### src/scfsa_ram.sv
module scfsa_ram #(
    parameter int WIDTH = 8,
    parameter int DEPTH = 16
) (
    input  logic                                    i_clk,
    input  logic                                    i_we,
    input  logic [((DEPTH > 1) ? $clog2(DEPTH) : 1)-1:0] i_waddr,
    input  logic [WIDTH-1:0]                        i_wdata,
    input  logic                                    i_re,
    input  logic [((DEPTH > 1) ? $clog2(DEPTH) : 1)-1:0] i_raddr,
    output logic [WIDTH-1:0]                        o_rdata
);

    logic [WIDTH-1:0] r_mem [DEPTH];
    logic [WIDTH-1:0] r_q;

    always_ff @(posedge i_clk) begin
        if (i_we) begin
            r_mem[i_waddr] <= i_wdata;
        end
        if (i_re) begin
            r_q <= r_mem[i_raddr];
        end
    end

    assign o_rdata = r_q;

endmodule

### config.mk
export PLATFORM = sky130hd
export DESIGN_NAME = scfsa_ram
export DESIGN_NICKNAME = d
export VERILOG_FILES = /design/src/scfsa_ram.sv
export SDC_FILE = /design/constraint.sdc
export NUM_CORES = 1
export LEC_CHECK = 0
export BUFFER_PORTS_ARGS = -buffer_cell sky130_fd_sc_hd__clkbuf_2
export CAP_MARGIN = 20
export CORE_UTILIZATION = 45
export CTS_CLUSTER_SIZE = 30
export DETAILED_ROUTE_END_ITERATION = 8
export SLEW_MARGIN = 10
export SYNTH_ARGS = -nofsm -noshare
export SYNTH_HDL_FRONTEND = slang
export SYNTH_SLANG_ARGS = --single-unit
### constraint.sdc
create_clock -name i_clk -period 1.85 [get_ports i_clk]
set_input_delay 0.37 -clock i_clk [delete_from_list [all_inputs] [get_ports i_clk]]
set_output_delay 0.37 -clock i_clk [all_outputs]
set_load 0.01 [all_outputs]
Word level (Yosys, flattened, before mapping)
Memories as Yosys holds them, arrays and structs flattened. A register that Yosys moved wholly into a read port is not among the register bits. Cells that the tools add are included. W data, S select, Z words.

Register bits after elaboration: 0. Bits in writable memories: 128. Memories kept: 1. Input bits: 19.

Muxes and demuxes: 2.

Memories: r_mem (depth 16, bits a word 8, read ports 1, clocked after Yosys merged registers in 1, write ports 1, RTL line 14) `logic [WIDTH-1:0] r_mem [DEPTH];`.

Operators by type and width (count): $mux W1 (2).

Logic depth before layout (Yosys ltp)
Depth in word-level cells: 2. Gate-level depth with buffers: 5. Mapped depth without buffers: 3.

Worst setup path before layout
No wires, ideal clock.

Path kind: input-to-reg. Start point: in i_waddr[2] (netlist bit). End point: mem r_mem[0][0] (enable). Path slack: -0.013 ns. Stages on the path: 2. Setup time: 0.383 ns. Required time: 1.467 ns. Arrival time: 1.480 ns. Cell sequence: or3b_2 nor3_1.

RTL lines: start: declaration (RTL line 7) `input logic [((DEPTH > 1) ? $clog2(DEPTH) : 1)-1:0] i_waddr,`; end: declaration (RTL line 14).

No word-level cell before the write port.

==> impl_metrics.ini <==
[outcome]
status = completed

[flow_run]
drv_cap = 0

[worst_setup_path]
cp-start-kind = input port
end_kind = register
worst_path_max_delay_cell = mux4_1
crit_chain = clkbuf_2 -> buf_4 -> mux4_1 -> a22oi_1 -> nand2_1
slowest_delay_ns = 0.60
crit_fanout = 9
worst_ep_arrival_time_ns = 1.74
worst-setup-path-type = in -> reg
cp_data_required_time_ns = 1.99

[routing]
vias = 2461
drc = 0
wl_per_cell_um = 22.3
wirelength_mm = 9.91
post_drt_via_cell_ratio = 5.53
drt_iter0_drc = 153
ant_nets = 0
first_pass_iters = 4

[power_and_ir_drop]
comb_power_share = 0.048
clkPwrFrac = 0.452
p_total_mw = 6.98
power_density_mw_per_mm2 = 1120
switching_share = 0.202
peakVddDrop_mv = 0.488
p_int_mw = 5.58
seq_power_share = 0.500
netSwitchingPower_mw = 1.41
p_leak_nw = 2.14

[global_routing]
met1_usage = 0.258
grt_busiest_layer = met2
met2_usage = 0.288
grt_util_met3 = 0.0587
grt_first_pass_wirelength_mm = 15.2
grt_pass1_vias = 2516
grt_antenna_before_repair = 1
grt_max_degree = 24
track_usage = 0.189
grt_overflow = 0

[placement]
placed_area_mm2 = 0.00569
dp_hpwl_mm = 6.20
port_buffers = 26
place.gp.congestion = 0.694

[logic_synthesis]
postSynthCellCount = 229
yosysSeqAreaShare = 0.781
syn_nets = 248
netlist_area_mm2 = 0.00523
ys_warn_count = 0
synth_area_per_cell_um2 = 22.8
post_synth_num_cell_types = 18
ys_ff_latch = 136

[timing]
clock_skew_ns = 0.00613
fin_crit_ns = 1.60
worst_pin_slew_ns = 0.439
maxSlewHeadroom = 0.707
fmax_mhz = 626
setup_viol = 0
hold_ws_ns = 0.360
rsz0062_at_grt = false
finalCritPeriodShare = 0.864
maxSlewViolCount = 0
hold_viol = 0

[clock_network]
hold_buffers = 0
cts_setup_buffers = 0
clk_path_buf_depth = 2
clockRootBuffer = clkbuf_16
cts_tree = yes
cts_resized = 0
numCtsBuffers = 17
htreeDepth = 4
clkLatencyLatePin_ns = 0.41
clk_pin_slew_worst_paths_ns = 0.06
cts.sinks = 136

[floorplanning]
std_cell_rows = 38
placeableCoreArea_mm2 = 0.0111
die_h_um = 110
die_area_mm2 = 0.0121
io_pins = 27
initial_core_util = 0.472
die_w_um = 110

[cells_and_area]
multi_input_area_mm2 = 0.00106
final_common_cell = edfxtp_1
area_growth_pct = 19.7
final_cell_mix = edfxtp_1 (136), clkbuf_2 (26), buf_4 (24), mux4_2 (18), clkbuf_16 (17)
utilization = 0.565
nets = 310
drive_above_1_share = 0.336
fin_area_mm2 = 0.00626
fill_cells = 843
register_area_mm2 = 0.00408

[min_path]
hold_path.class = in -> reg
## per-stage QoR
stage	setup TNS [ns]	worst slack (ns)	cells
after CTS	0	0.234	444
after detailed placement	-0.534	-0.194	412
after global routing	0	0.207	444
after floorplan	0	0.198	229
after global placement	-0.517	-0.198	412
final	0	0.252	445
## per-layer routing
| layer | wire, um | share of wire |
|---|---|---|
| met1 | 4470 | 0.45 |
| met5 | 0 | 0 |
| met4 | 115 | 0.012 |
| met2 | 4840 | 0.49 |
| met3 | 490 | 0.049 |
## Yosys cell counts
cell type	count	share of area
a22oi_1	16	0.023
buf_2	3	0.0029
nor3_1	4	0.0038
and2b_1	1	0.0014
edfxtp_1	136	0.78
and2_1	1	0.0012
nand2_1	9	0.0065
nor2b_1	1	0.0012
or3b_2	1	0.0017
nor2_1	13	0.0093
clkdlybuf4s25_2	3	0.0057
nand2b_1	2	0.0024
buf_6	3	0.0065
mux4_1	14	0.070
mux4_2	18	0.078
nand3b_1	2	0.0029
buf_4	1	0.0014
nand3_1	1	0.00096
## area by class of cell
cell class / count / share of cell area
Sequential cell: 136 / 0.653
Multi-Input combinational cell: 83 / 0.170
Clock buffer: 17 / 0.0680
Timing Repair Buffer: 53 / 0.0592
Tap cell: 140 / 0.0280
Clock inverter: 15 / 0.0218
Antenna cell: 1 / 0.000400
## power by group through the flow
stage	combinational (mW)	sequential [mW]	clock, mW
4_1_cts	0.343	3.49	3.20
5_1_grt	0.364	3.50	3.34
3_5_place_dp	0.342	3.55	0
2_1_floorplan	0.175	3.56	0
6_report	0.333	3.49	3.16
3_3_place_gp	0.338	3.55	0
## flip-flops by register name, indices dropped and copies added, names as in the netlist
signal	flops
r_mem	128
o_rdata	8
## path summary, 6_finish.rpt
check	from	end	slack, ns	depth (start not counted)
max	i_raddr[0]	o_rdata[0]$_DFFE_PP_	0.25	5
min	i_re	o_rdata[4]$_DFFE_PP_	0.36	1
max reg2reg	r_mem[1][0]$_DFFE_PP_	o_rdata[0]$_DFFE_PP_	0.27	3
min reg2reg	r_mem[15][3]$_DFFE_PP_	o_rdata[3]$_DFFE_PP_	0.75	3
## kinds of logic after synthesis
family | after synthesis | synth area share
compound gates | 16 | 0.0230
buf+inv | 10 | 0.0165
flops | 136 | 0.781
mux | 32 | 0.148
simple gates | 35 | 0.0314
## critical path: cells and delay by family
family	cells	cell delay [ns]
and+or+nand+nor	1	0.13
buffers and inverters	2	0.33
AOI/OAI and AO/OA	1	0.30
muxes	1	0.60
Power figures use the tool's default switching activity.
